## config.mk

```make
export PLATFORM = sky130hd
export DESIGN_NAME = shading_gain_calc_core
export DESIGN_NICKNAME = d
export VERILOG_FILES = /design/src/rtl/sgc_pkg.sv /design/src/rtl/sgc_front.sv /design/src/rtl/sgc_queue.sv /design/src/rtl/sgc_back.sv /design/src/rtl/shading_gain_calc_core.sv
export SDC_FILE = /design/constraint.sdc
export NUM_CORES = 1
export LEC_CHECK = 0
export ABC_AREA = 1
export BUFFER_PORTS_ARGS = -buffer_cell sky130_fd_sc_hd__buf_2
export CORE_MARGIN = 2
export CORE_UTILIZATION = 57
export CTS_BUF_LIST = sky130_fd_sc_hd__clkbuf_8 sky130_fd_sc_hd__clkbuf_16
export DETAILED_ROUTE_END_ITERATION = 8
export PLACE_DENSITY = 0.8
export SYNTH_ARGS = -nofsm -noshare
export SYNTH_HDL_FRONTEND = slang
export SYNTH_SLANG_ARGS = --single-unit
```

## constraint.sdc

```tcl
create_clock -name aclk -period 13.65 [get_ports aclk]
set_input_delay 1.365 -clock aclk [delete_from_list [all_inputs] [get_ports aclk]]
set_output_delay 1.365 -clock aclk [all_outputs]
set_load 0.005 [all_outputs]
```

## src/rtl/sgc_pkg.sv

```systemverilog
// ----------------------------------------------------------------------------
// sgc_pkg
// Shared types, constants and the divider step for the shading gain block.
// ----------------------------------------------------------------------------
package sgc_pkg;

    localparam int LVL_W      = 8;                 // white, dark, target, gain
    localparam int GAIN_SHIFT = 6;                 // one unit of gain = 64
    localparam int NUM_W      = LVL_W + GAIN_SHIFT; // numerator / quotient bits
    localparam int CFG_IDX_W  = 8;
    localparam int QDEPTH     = 2;
    localparam int QPTR_W     = $clog2(QDEPTH);

    localparam logic [NUM_W-1:0] GAIN_ONE = NUM_W'(1 << GAIN_SHIFT);
    localparam logic [NUM_W-1:0] GAIN_MAX = NUM_W'((1 << LVL_W) - 1);

    localparam logic [CFG_IDX_W-1:0] REG_TARGET_LEVEL    = CFG_IDX_W'(0);
    localparam logic [CFG_IDX_W-1:0] REG_MIN_WHITE_LEVEL = CFG_IDX_W'(1);

    localparam logic [LVL_W-1:0] TARGET_RESET    = LVL_W'(240);
    localparam logic [LVL_W-1:0] MIN_WHITE_RESET = LVL_W'(16);

    typedef struct packed {
        logic [LVL_W-1:0] white_level;
        logic [LVL_W-1:0] dark_level;
        logic             end_of_line;
    } in_word_t;

    typedef struct packed {
        logic [LVL_W-1:0] gain;
        logic [LVL_W-1:0] dark_out;
        logic             rejected;
        logic             saturated;
        logic             end_of_line_out;
    } out_word_t;

    // classified pixel, front to back
    typedef struct packed {
        logic             rej;
        logic [NUM_W-1:0] numer;
        logic [LVL_W-1:0] divisor;
        logic [LVL_W-1:0] dark;
        logic             eol;
    } task_t;

    // one divider stage
    typedef struct packed {
        logic [LVL_W-1:0] rem;
        logic [NUM_W-1:0] num;
        logic [NUM_W-1:0] quo;
        logic [LVL_W-1:0] divisor;
        logic [LVL_W-1:0] dark;
        logic             rej;
        logic             eol;
    } div_t;

    // one restoring division step: one quotient bit
    function automatic div_t div_step(input div_t s);
        div_t         r;
        logic [LVL_W:0] trial;
        trial = {s.rem, s.num[NUM_W-1]};
        r     = s;
        r.num = {s.num[NUM_W-2:0], 1'b0};
        if (trial >= {1'b0, s.divisor}) begin
            r.rem = LVL_W'(trial - {1'b0, s.divisor});
            r.quo = {s.quo[NUM_W-2:0], 1'b1};
        end else begin
            r.rem = trial[LVL_W-1:0];
            r.quo = {s.quo[NUM_W-2:0], 1'b0};
        end
        return r;
    endfunction

endpackage

```

## src/rtl/sgc_front.sv

```systemverilog
// ----------------------------------------------------------------------------
// sgc_front
// Accepts pixels, applies the reject test and forms numerator and divisor.
// ----------------------------------------------------------------------------
module sgc_front (
    input  logic                    aclk,
    input  logic                    aresetn,
    input  logic [sgc_pkg::LVL_W-1:0] target_level,
    input  logic [sgc_pkg::LVL_W-1:0] min_white_level,
    input  logic                    s_valid,
    output logic                    s_ready,
    input  sgc_pkg::in_word_t       s_data,
    output logic                    t_valid,
    input  logic                    t_ready,
    output sgc_pkg::task_t          t_data
);
    import sgc_pkg::*;

    logic  t_valid_reg;
    task_t t_data_reg;
    task_t t_data_next;

    assign s_ready = !t_valid_reg || t_ready;
    assign t_valid = t_valid_reg;
    assign t_data  = t_data_reg;

    always_comb begin
        t_data_next.rej     = (s_data.white_level <= min_white_level) ||
                              (s_data.white_level <= s_data.dark_level);
        t_data_next.numer   = NUM_W'(target_level) << GAIN_SHIFT;
        t_data_next.divisor = s_data.white_level - s_data.dark_level;
        t_data_next.dark    = s_data.dark_level;
        t_data_next.eol     = s_data.end_of_line;
    end

    always_ff @(posedge aclk) begin
        if (!aresetn) begin
            t_valid_reg <= 1'b0;
        end else if (s_ready) begin
            t_valid_reg <= s_valid;
        end
    end

    always_ff @(posedge aclk) begin
        if (s_valid && s_ready) begin
            t_data_reg <= t_data_next;
        end
    end

endmodule

```

## src/rtl/sgc_queue.sv

```systemverilog
// ----------------------------------------------------------------------------
// sgc_queue
// Short FIFO between front and divider back end.
// ----------------------------------------------------------------------------
module sgc_queue (
    input  logic           aclk,
    input  logic           aresetn,
    input  logic           in_valid,
    output logic           in_ready,
    input  sgc_pkg::task_t in_data,
    output logic           out_valid,
    input  logic           out_ready,
    output sgc_pkg::task_t out_data
);
    import sgc_pkg::*;

    task_t             mem_reg [QDEPTH];
    logic [QPTR_W-1:0] wr_ptr_reg;
    logic [QPTR_W-1:0] rd_ptr_reg;
    logic [QPTR_W:0]   count_reg;
    logic              push;
    logic              pop;

    assign in_ready  = (count_reg != (QPTR_W+1)'(QDEPTH));
    assign out_valid = (count_reg != '0);
    assign out_data  = mem_reg[rd_ptr_reg];
    assign push      = in_valid && in_ready;
    assign pop       = out_valid && out_ready;

    always_ff @(posedge aclk) begin
        if (!aresetn) begin
            wr_ptr_reg <= '0;
            rd_ptr_reg <= '0;
            count_reg  <= '0;
        end else begin
            if (push) begin
                wr_ptr_reg <= wr_ptr_reg + 1'b1;
            end
            if (pop) begin
                rd_ptr_reg <= rd_ptr_reg + 1'b1;
            end
            if (push && !pop) begin
                count_reg <= count_reg + 1'b1;
            end else if (pop && !push) begin
                count_reg <= count_reg - 1'b1;
            end
        end
    end

    always_ff @(posedge aclk) begin
        if (push) begin
            mem_reg[wr_ptr_reg] <= in_data;
        end
    end

endmodule

```

## src/rtl/sgc_back.sv

```systemverilog
// ----------------------------------------------------------------------------
// sgc_back
// Pipelined restoring divider, one quotient bit per stage, then gain clamp
// and output register.
// ----------------------------------------------------------------------------
module sgc_back (
    input  logic               aclk,
    input  logic               aresetn,
    input  logic               in_valid,
    output logic               in_ready,
    input  sgc_pkg::task_t     in_data,
    output logic               m_valid,
    input  logic               m_ready,
    output sgc_pkg::out_word_t m_data
);
    import sgc_pkg::*;

    div_t      stage_reg     [NUM_W];
    logic      stage_vld_reg [NUM_W];
    logic      m_valid_reg;
    out_word_t m_data_reg;
    out_word_t m_data_next;
    div_t      head;
    logic      advance;
    logic [NUM_W-1:0] quo;
    logic [NUM_W-1:0] excess;

    // whole pipe moves together when the output slot frees up
    assign advance  = !m_valid_reg || m_ready;
    assign in_ready = advance;
    assign m_valid  = m_valid_reg;
    assign m_data   = m_data_reg;

    always_comb begin
        head.rem     = '0;
        head.num     = in_data.numer;
        head.quo     = '0;
        head.divisor = in_data.divisor;
        head.dark    = in_data.dark;
        head.rej     = in_data.rej;
        head.eol     = in_data.eol;
    end

    always_ff @(posedge aclk) begin
        if (!aresetn) begin
            stage_vld_reg[0] <= 1'b0;
        end else if (advance) begin
            stage_vld_reg[0] <= in_valid;
        end
    end

    always_ff @(posedge aclk) begin
        if (advance) begin
            stage_reg[0] <= div_step(head);
        end
    end

    for (genvar k = 1; k < NUM_W; k++) begin : g_stage
        always_ff @(posedge aclk) begin
            if (!aresetn) begin
                stage_vld_reg[k] <= 1'b0;
            end else if (advance) begin
                stage_vld_reg[k] <= stage_vld_reg[k-1];
            end
        end

        always_ff @(posedge aclk) begin
            if (advance) begin
                stage_reg[k] <= div_step(stage_reg[k-1]);
            end
        end
    end

    // q - 64, clamped at zero, saturated at 255
    assign quo    = stage_reg[NUM_W-1].quo;
    assign excess = quo - GAIN_ONE;

    always_comb begin
        m_data_next.gain            = '0;
        m_data_next.dark_out        = '0;
        m_data_next.rejected        = stage_reg[NUM_W-1].rej;
        m_data_next.saturated       = 1'b0;
        m_data_next.end_of_line_out = stage_reg[NUM_W-1].eol;
        if (!stage_reg[NUM_W-1].rej) begin
            m_data_next.dark_out = stage_reg[NUM_W-1].dark;
            if (quo > GAIN_ONE) begin
                if (excess > GAIN_MAX) begin
                    m_data_next.gain      = GAIN_MAX[LVL_W-1:0];
                    m_data_next.saturated = 1'b1;
                end else begin
                    m_data_next.gain = excess[LVL_W-1:0];
                end
            end
        end
    end

    always_ff @(posedge aclk) begin
        if (!aresetn) begin
            m_valid_reg <= 1'b0;
        end else if (advance) begin
            m_valid_reg <= stage_vld_reg[NUM_W-1];
        end
    end

    always_ff @(posedge aclk) begin
        if (advance) begin
            m_data_reg <= m_data_next;
        end
    end

    a_rej_zero: assert property (@(posedge aclk) disable iff (!aresetn)
        m_valid_reg && m_data_reg.rejected |->
            m_data_reg.gain == '0 && m_data_reg.dark_out == '0 &&
            !m_data_reg.saturated)
        else $error("rejected pixel carries nonzero result");

    a_sat_max: assert property (@(posedge aclk) disable iff (!aresetn)
        m_valid_reg && m_data_reg.saturated |->
            m_data_reg.gain == GAIN_MAX[LVL_W-1:0] && !m_data_reg.rejected)
        else $error("saturated flag without full-scale gain");

    a_stall_hold: assert property (@(posedge aclk) disable iff (!aresetn)
        !advance |=> $stable(stage_vld_reg[NUM_W-1]) && $stable(stage_vld_reg[0]))
        else $error("divider pipe moved while output stalled");

endmodule

```

## src/rtl/shading_gain_calc_core.sv

```systemverilog
// ----------------------------------------------------------------------------
// shading_gain_calc_core
// Flat-field shading correction gain: one pixel word in, one gain word out.
// ----------------------------------------------------------------------------
// Usage:
//   s_* channel: one word per pixel (white level, dark level, end of line).
//   m_* channel: one result word per pixel, in input order (gain code with
//     64 per unit above one, dark passthrough, rejected/saturated flags).
//   cfg_* channel: register writes, always ready. Index 0 = target_level,
//     index 1 = min_white_level; other indexes are dropped. Write only when
//     the block is drained.
// Timing:
//   Sustained rate is one pixel per cycle while the result side does not
//   stall. From input acceptance to m_valid a pixel passes the front
//   register (loaded on the accepting edge itself), the queue slot, the
//   14-stage divider pipe (one quotient bit per stage) and the output
//   register.
// Reset (aresetn low, synchronous): all words in flight are dropped, the
//   registers return to target 240 / min white 16.
// Stall: while a result waits on m_ready low the divider pipe holds; the
//   2-word queue and the front register keep taking pixels until they fill,
//   then s_ready drops.
// ----------------------------------------------------------------------------
module shading_gain_calc_core (
    input  logic                            aclk,
    input  logic                            aresetn,
    input  logic                            s_valid,
    output logic                            s_ready,
    input  sgc_pkg::in_word_t               s_data,
    output logic                            m_valid,
    input  logic                            m_ready,
    output sgc_pkg::out_word_t              m_data,
    input  logic                            cfg_valid,
    output logic                            cfg_ready,
    input  logic [sgc_pkg::CFG_IDX_W-1:0]   cfg_index,
    input  logic [sgc_pkg::LVL_W-1:0]       cfg_data
);
    import sgc_pkg::*;

    // configuration registers
    logic [LVL_W-1:0] target_level_reg;
    logic [LVL_W-1:0] min_white_level_reg;

    // front -> queue -> back
    logic  f_valid;
    logic  f_ready;
    task_t f_data;
    logic  q_valid;
    logic  q_ready;
    task_t q_data;

    assign cfg_ready = 1'b1;

    always_ff @(posedge aclk) begin
        if (!aresetn) begin
            target_level_reg    <= TARGET_RESET;
            min_white_level_reg <= MIN_WHITE_RESET;
        end else if (cfg_valid) begin
            if (cfg_index == REG_TARGET_LEVEL) begin
                target_level_reg <= cfg_data;
            end else if (cfg_index == REG_MIN_WHITE_LEVEL) begin
                min_white_level_reg <= cfg_data;
            end
        end
    end

    // reject test and operand setup
    sgc_front u_front (
        .aclk            (aclk),
        .aresetn         (aresetn),
        .target_level    (target_level_reg),
        .min_white_level (min_white_level_reg),
        .s_valid         (s_valid),
        .s_ready         (s_ready),
        .s_data          (s_data),
        .t_valid         (f_valid),
        .t_ready         (f_ready),
        .t_data          (f_data)
    );

    // decouples front from divider stalls
    sgc_queue u_queue (
        .aclk      (aclk),
        .aresetn   (aresetn),
        .in_valid  (f_valid),
        .in_ready  (f_ready),
        .in_data   (f_data),
        .out_valid (q_valid),
        .out_ready (q_ready),
        .out_data  (q_data)
    );

    // divider pipe, clamp, output register
    sgc_back u_back (
        .aclk     (aclk),
        .aresetn  (aresetn),
        .in_valid (q_valid),
        .in_ready (q_ready),
        .in_data  (q_data),
        .m_valid  (m_valid),
        .m_ready  (m_ready),
        .m_data   (m_data)
    );

endmodule

```

==> impl_metrics.py, run 1 <==
metrics = {
    "run_status": {
        "outcome": "finished, final reports clean",
    },
    "layout": {
        "finish.instance_area_um2": 30300,
        "max_ffs_per_register": 481,
        "n_antenna_cell": 0,
        "ratio_of_cells_with_drive_above_1_in_the_final_layout_pct": 8.84,
        "area.growth.synth_to_final_pct": 10.5,
        "fin_nets": 2663,
        "layout.core_utilization_pct": 63.7,
    },
    "placed_design": {
        "gp_routability_congestion": 0.883,
        "postPlaceCellArea_um2": 28400,
        "number_of_port_buffers": 58,
        "total_half_perimeter_wirelength_after_legalization_and_detailed_placement_um": 33800,
    },
    "logic_synthesis": {
        "synth_top_family_by_area": "simple AND/OR/NAND/NOR gates",
        "postSynth.topFlopCell": "sky130_fd_sc_hd__edfxtp_1",
        "synth_adder_area_share_pct": 6.60,
        "synth_cell_types": 48,
        "number_of_enable_type_register_cells_in_the_synthesized_netlist": 591,
        "synth_largest_type_area_fraction_pct": 64.6,
        "synth_compound_gate_area_share_pct": 2.10,
        "asyncSetResetFlopFracSynth_pct": 0,
        "synth_cells": 2385,
        "synth.area.mux_share_pct": 0,
        "synth-warning-count": 0,
        "syn-num-nets": 2560,
        "synth_area_um2": 27500,
        "sequential_to_total_area_share_from_yosys_stat_pct": 66.4,
        "synth_seq_cells": 615,
        "synth.largest_area_cell": "sky130_fd_sc_hd__edfxtp_1",
        "post_synth_main_area_contributors": "sky130_fd_sc_hd__edfxtp_1, sky130_fd_sc_hd__nand2_1, sky130_fd_sc_hd__ha_1, sky130_fd_sc_hd__inv_1, sky130_fd_sc_hd__nand3_1",
        "synthSimpleGateAreaFrac_pct": 17.8,
        "synth_area_per_cell_um2": 11.5,
        "yosys.area_share.xor_xnor_pct": 1.37,
    },
    "sta": {
        "finalMaxSlewViolations": 0,
        "finalSetupTns_ns": 0,
        "slew_headroom_pct": 27.3,
        "final-setup-viol-count": 0,
        "hold-worst-slack_ns": 0.402,
        "slew_of_the_pin_with_the_lowest_slew_margin_ns": 1.09,
        "timing_hold_violations_final": 0,
        "finalClockSkew_ns": 0.0191,
        "grt_setup_unrepaired": "false",
        "layout_worst_path_cycle_share_pct": 33.6,
        "fmax_ghz": 0.218,
        "minimum_period_implied_by_the_final_worst_setup_slack_ns": 4.58,
    },
    "setup_path": {
        "critical_path.cell_chain": "buf_2 -> nor2_1 -> clkinvlp_4 -> buf_4 -> buf_4 -> buf_4",
        "worst_r2r_endpoint": "u_back.stage_reg[1][229]",
        "slowest_stage": "sky130_fd_sc_hd__buf_4",
        "r2r_start": "u_back.m_valid",
        "r2r_slack_ns": 9.54,
        "cp_max_fo": 91,
        "path_class": "input port to flip-flop",
        "cpLargestDelayFamily": "buffers and inverters",
        "rr_worst_depth": 6,
        "critPathArrivalTime_ns": 4.81,
        "cp_num_buf_inv": 5,
        "cpPeakStageDelay_ns": 0.97,
        "worstSetupStartpointType": "input port",
        "cp_common_cell": "sky130_fd_sc_hd__buf_4",
        "worstPathRequired_ns": 13.87,
        "end_kind": "flip-flop",
    },
    "drt": {
        "drtPass1Iterations": 5,
        "remaining_drc_errors": 0,
        "number_of_antenna_violating_nets_in_the_routed_design": 0,
        "via_count": 16800,
        "avgViaCountPerCell": 5.32,
        "totalWireLength_um": 50900,
        "drc_marker_count_from_the_first_detailed_route_iteration": 1296,
        "drt-wirelength-per-cell_um": 16.2,
    },
    "min_path": {
        "min-delay-path-class": "flip-flop to flip-flop",
        "whs_endpoint": "u_back.stage_reg[0][58]",
        "hold_start": "u_back.stage_reg[0][5]",
        "hold-path-cell-count": 0,
    },
    "global_route": {
        "grt_usage_pct": 21.0,
        "antenna_found_initial": 0,
        "via_count_of_the_first_global_routing_pass": 17200,
        "grt_overflow_total": 0,
        "grt_max_degree": 92,
        "grt_first_pass_wirelength_um": 83600,
    },
    "cts": {
        "clock_tree.root_cell": "sky130_fd_sc_hd__clkbuf_16",
        "holdBufCountCts": 0,
        "clockBufferDepth": 3,
        "clk_pin_slew_worst_paths_ns": 0.08,
        "cts-htree-levels": 2,
        "cts.repair.resized": 0,
        "cts_num_sinks": 615,
        "cts_setup_buffers": 0,
        "cts-buffers-inserted": 57,
        "clk_latency_ns": 0.62,
        "clock_tree_from_tritoncts": "built",
    },
    "floorplan": {
        "fp.dieArea_um2": 49900,
        "floorplan.rows": 80,
        "core_area_um2": 47600,
        "dieWidth_um": 223,
        "initial_util_pct": 57.6,
        "die_h_um": 223,
        "io_pins": 60,
    },
    "power_and_ir_drop": {
        "p_per_area_nw_per_um2": 252,
        "total_power_after_layout_mw": 7.63,
        "vdd_ir_drop_max_mv": 0.122,
        "leakagePower_nw": 13.7,
    },
    "run": {
        "number_of_violations_of_the_max_capacitance_limit": 0,
    },
}
[stage by stage]
stage / worst slack [ns] / cells
finish: 9.07 / 3149
global route: 8.76 / 3149
CTS: 9.08 / 3149
detailed placement: 8.45 / 3044
global placement: 8.55 / 3044
floorplan: 3.49 / 2385
[cell usage in the layout, fill, tap and decap left out, types with 3 or more instances in the layout]
master,count
sky130_fd_sc_hd__nand3_1,176
sky130_fd_sc_hd__dfxtp_1,24
sky130_fd_sc_hd__ha_1,124
sky130_fd_sc_hd__inv_1,386
sky130_fd_sc_hd__fa_1,13
sky130_fd_sc_hd__a21oi_1,58
sky130_fd_sc_hd__xnor2_1,20
sky130_fd_sc_hd__nand2_4,4
sky130_fd_sc_hd__bufinv_16,7
sky130_fd_sc_hd__nand4_2,4
sky130_fd_sc_hd__nor2_2,5
sky130_fd_sc_hd__nand2_2,10
sky130_fd_sc_hd__nor2_1,136
sky130_fd_sc_hd__or2_0,4
sky130_fd_sc_hd__o21bai_1,6
sky130_fd_sc_hd__clkbuf_16,58
sky130_fd_sc_hd__nand2_8,3
sky130_fd_sc_hd__nand3_2,12
sky130_fd_sc_hd__clkinv_1,11
sky130_fd_sc_hd__or2_2,9
sky130_fd_sc_hd__nand3_4,8
sky130_fd_sc_hd__o21a_1,4
sky130_fd_sc_hd__and3_1,3
sky130_fd_sc_hd__xor2_1,23
sky130_fd_sc_hd__buf_4,9
sky130_fd_sc_hd__buf_2,58
sky130_fd_sc_hd__edfxtp_1,591
sky130_fd_sc_hd__o21ai_0,24
sky130_fd_sc_hd__nand3b_1,7
sky130_fd_sc_hd__nor3_2,4
sky130_fd_sc_hd__nor2_4,6
sky130_fd_sc_hd__clkinv_2,7
sky130_fd_sc_hd__clkinvlp_4,8
sky130_fd_sc_hd__nand4_1,39
sky130_fd_sc_hd__nand2_1,647
[area by class of cell]
cell class / instances / area [um^2]
tap: 615 / 769
inverter: 379 / 1430
clock buffer: 58 / 1450
multi-input combinational: 1368 / 7650
sequential: 615 / 18200
fill: 3460 / 17300
clock inverter: 47 / 447
timing repair buffer: 67 / 358
[per-layer routing]
| layer | up-vias | GRT usage (%) | routed length [um] |
|---|---|---|---|
| met5 | - | 0 | 0 |
| met4 | 0 | 10.0 | 2190 |
| met1 | 7966 | 24.7 | 20200 |
| li1 | 8192 | - | - |
| met3 | 135 | 3.23 | 2310 |
| met2 | 467 | 37.9 | 26200 |
[report_power, final]
part,switching [mW],internal (mW),leakage (nW)
logic,1.75,0.982,6.23
clock network,0.700,0.910,0.943
registers,0.332,2.96,6.53
total,2.78,4.85,13.7
[cells in the mapped netlist (all sizes together) (2+ instances only)]
cell    instances
buf            12
inv           379
and3            3
ha            124
o21bai          6
or2            15
nand3b          7
nand3         196
fa             13
o21ai          27
o21a            4
nor2          147
edfxtp        591
xor2           23
a21o            2
dfxtp          24
nand4          44
nor3            5
xnor2          20
a21boi          2
a21oi          60
nand2         664
clkbuf         11
[how the worst max path moves through the flow]
stage                  from  depth (start not counted)                        to  slack (ns)
finish              m_ready                          6  u_back.stage_reg[1][229]        9.07
global route        m_ready                          6  u_back.stage_reg[1][264]        8.76
CTS                 m_ready                          6  u_back.stage_reg[1][156]        9.08
detailed placement  m_ready                          6  u_back.stage_reg[1][175]        8.45
global placement    m_ready                          6  u_back.stage_reg[1][174]        8.55
floorplan           m_ready                          8      u_queue.count_reg[1]        3.49
[kinds of logic (layout without fill, tap and decap cells)]
kind of cell | after synthesis | in the layout
AO/OA/AOI/OAI | 104 | 104
XOR/XNOR | 43 | 43
adder cells (fa/ha/maj) | 137 | 137
buffers and inverters | 402 | 551
flip-flops | 615 | 615
other | 1 | 1
AND/OR/NAND/NOR | 1083 | 1083
(Power assumes the default switching activity.)
==> run 2, diff against run 1 <==
Settings changed: CORE_UTILIZATION 57 to 60, PLACE_DENSITY 0.8 to 0.81.
Clock period 13.65 ns to 4.46 ns, I/O delays scaled along.
==> impl_metrics.py, run 2 (same netlist as run 1, synthesis figures left out) <==
metrics = {
    "sta": {
        "minimum_period_implied_by_the_final_worst_setup_slack_ns": 2.55,
        "slew_headroom_pct": 10.1,
        "fin_ws_ns": 1.91,
        "fmax_ghz": 0.393,
        "grt_setup_unrepaired": "false",
        "finalClockSkew_ns": 0.0165,
        "final-setup-viol-count": 0,
        "timing_hold_violations_final": 0,
        "layout_worst_path_cycle_share_pct": 57.1,
        "slew_of_the_pin_with_the_lowest_slew_margin_ns": 1.35,
        "finalMaxSlewViolations": 0,
    },
    "run_status": {
        "outcome": "finished, final reports clean",
    },
    "placed_design": {
        "number_of_port_buffers": 58,
        "place_ws_ns": 1.76,
        "total_half_perimeter_wirelength_after_legalization_and_detailed_placement_um": 32600,
        "gp_routability_congestion": 0.882,
    },
    "layout": {
        "n_antenna_cell": 0,
        "ratio_of_cells_with_drive_above_1_in_the_final_layout_pct": 9.44,
        "fin_nets": 2666,
        "most-common-layout-cells": "sky130_fd_sc_hd__nand2_1, sky130_fd_sc_hd__edfxtp_1, sky130_fd_sc_hd__inv_1",
        "max_ffs_per_register": 481,
        "area.growth.synth_to_final_pct": 11.3,
        "layout_commonest_cell": "sky130_fd_sc_hd__nand2_1",
    },
    "floorplan": {
        "initial_util_pct": 60.6,
        "core_area_um2": 45300,
        "fp.dieArea_um2": 47500,
        "io_pins": 60,
        "floorplan.rows": 78,
        "die_h_um": 218,
        "dieWidth_um": 218,
    },
    "drt": {
        "drc_marker_count_from_the_first_detailed_route_iteration": 1366,
        "drtPass1Iterations": 6,
        "via_count": 16700,
        "remaining_drc_errors": 0,
        "drt-wirelength-per-cell_um": 15.8,
        "totalWireLength_um": 49500,
        "avgViaCountPerCell": 5.33,
        "number_of_antenna_violating_nets_in_the_routed_design": 0,
    },
    "cts": {
        "clk_pin_slew_worst_paths_ns": 0.07,
        "holdBufCountCts": 1,
        "cts_num_sinks": 615,
        "clock_tree_from_tritoncts": "built",
        "clock_tree.root_cell": "sky130_fd_sc_hd__clkbuf_16",
        "cts-htree-levels": 2,
        "cts-buffers-inserted": 60,
        "cts_setup_buffers": 0,
        "clockBufferDepth": 3,
        "cts.repair.resized": 0,
        "clk_latency_ns": 0.61,
    },
    "power_and_ir_drop": {
        "leakagePower_nw": 13.8,
        "vdd_ir_drop_max_mv": 0.425,
        "p_per_area_nw_per_um2": 776,
        "total_power_after_layout_mw": 23.7,
    },
    "setup_path": {
        "worstSetupStartpointType": "flip-flop",
        "worstPathRequired_ns": 4.69,
        "path_class": "flip-flop to flip-flop",
        "end_kind": "flip-flop",
        "critPathArrivalTime_ns": 2.77,
        "cp_max_fo": 78,
    },
    "global_route": {
        "via_count_of_the_first_global_routing_pass": 16600,
        "grt_overflow_total": 0,
        "antenna_found_initial": 0,
        "grt_max_degree": 229,
        "grt_first_pass_wirelength_um": 81100,
        "grt_usage_pct": 21.3,
    },
    "run": {
        "number_of_violations_of_the_max_capacitance_limit": 0,
    },
    "min_path": {
        "min-delay-path-class": "input port to flip-flop",
    },
}
[run 2: cell count changes in the layout (fill, tap and decap cells not counted), moves of 2 or more]
cell,before,now
sky130_fd_sc_hd__bufinv_16,7,9
sky130_fd_sc_hd__inv_6,1,4
sky130_fd_sc_hd__clkinv_1,11,8
sky130_fd_sc_hd__inv_4,0,2
sky130_fd_sc_hd__buf_4,9,7
sky130_fd_sc_hd__o21ai_1,1,4
sky130_fd_sc_hd__clkinvlp_4,8,4
sky130_fd_sc_hd__inv_1,386,381
sky130_fd_sc_hd__clkbuf_8,0,2
sky130_fd_sc_hd__o21ai_0,24,21
sky130_fd_sc_hd__clkinv_4,2,5
sky130_fd_sc_hd__clkinv_2,7,11
sky130_fd_sc_hd__clkbuf_16,58,64
[run 2: power by group]
group	internal, mW	total [mW]	switching, mW
clock network	3.17	5.31	2.14
logic	3.01	8.35	5.35
registers	9.05	10.1	1.00
[run 2: final timing paths]
check | slack, ns | end | startpoint | depth (start not counted)
hold / removal | 0.02 | u_front.t_data[4] | s_data[4] | 1
hold reg to reg | 0.41 | u_back.stage_reg[1][114] | u_back.stage_reg[1][61] | 0
setup reg to reg | 1.91 | u_back.stage_reg[1][79] | u_back.m_valid | 5
setup / recovery | 1.91 | u_back.stage_reg[1][79] | u_back.m_valid | 5
[run 2: layout make-up]
class / count / area (um^2)
clock inverter: 47 / 495
inverter: 379 / 1430
tap: 600 / 751
sequential: 615 / 18200
clock buffer: 66 / 1630
fill: 3159 / 14700
timing repair buffer: 67 / 373
multi-input combinational: 1368 / 7660
[run 2: metrics by stage]
stage / cells / hold WS, ns / instance area, um^2 / utilization (%) / setup TNS, ns
final: 3142 / 0.0245 / 30600 / 67.5 / 0
after global routing: 3142 / 0.0186 / 30600 / 67.5 / 0
after CTS: 3142 / 0.00168 / 30600 / 67.5 / 0
after detailed placement: 3028 / 0.405 / 28400 / 62.8 / 0
after global placement: 3028 / 0.400 / 28400 / 62.8 / 0
after floorplan: 2385 / 0.400 / 27500 / - / -2072.46
[run 2: worst max-delay path, cell delays in order, from the launching register on]
cell and delay (ns):
sky130_fd_sc_hd__dfxtp_1 0.31, sky130_fd_sc_hd__inv_1 0.10, sky130_fd_sc_hd__nor2_4 0.06, sky130_fd_sc_hd__clkinvlp_4 0.16, sky130_fd_sc_hd__buf_4 0.61, sky130_fd_sc_hd__buf_4 0.83
[run 2: layer usage]
layer  vias up  share of wire [%]  global-route usage [%]  wire length (um)
met3       104                4.6                    2.78              2270
met2       450                 50                    37.2             24800
met4         0                2.5                    6.71              1240
li1       8203                  -                       -                 -
met1      7975                 43                    27.9             21100
met5         -                  0                       0                 0
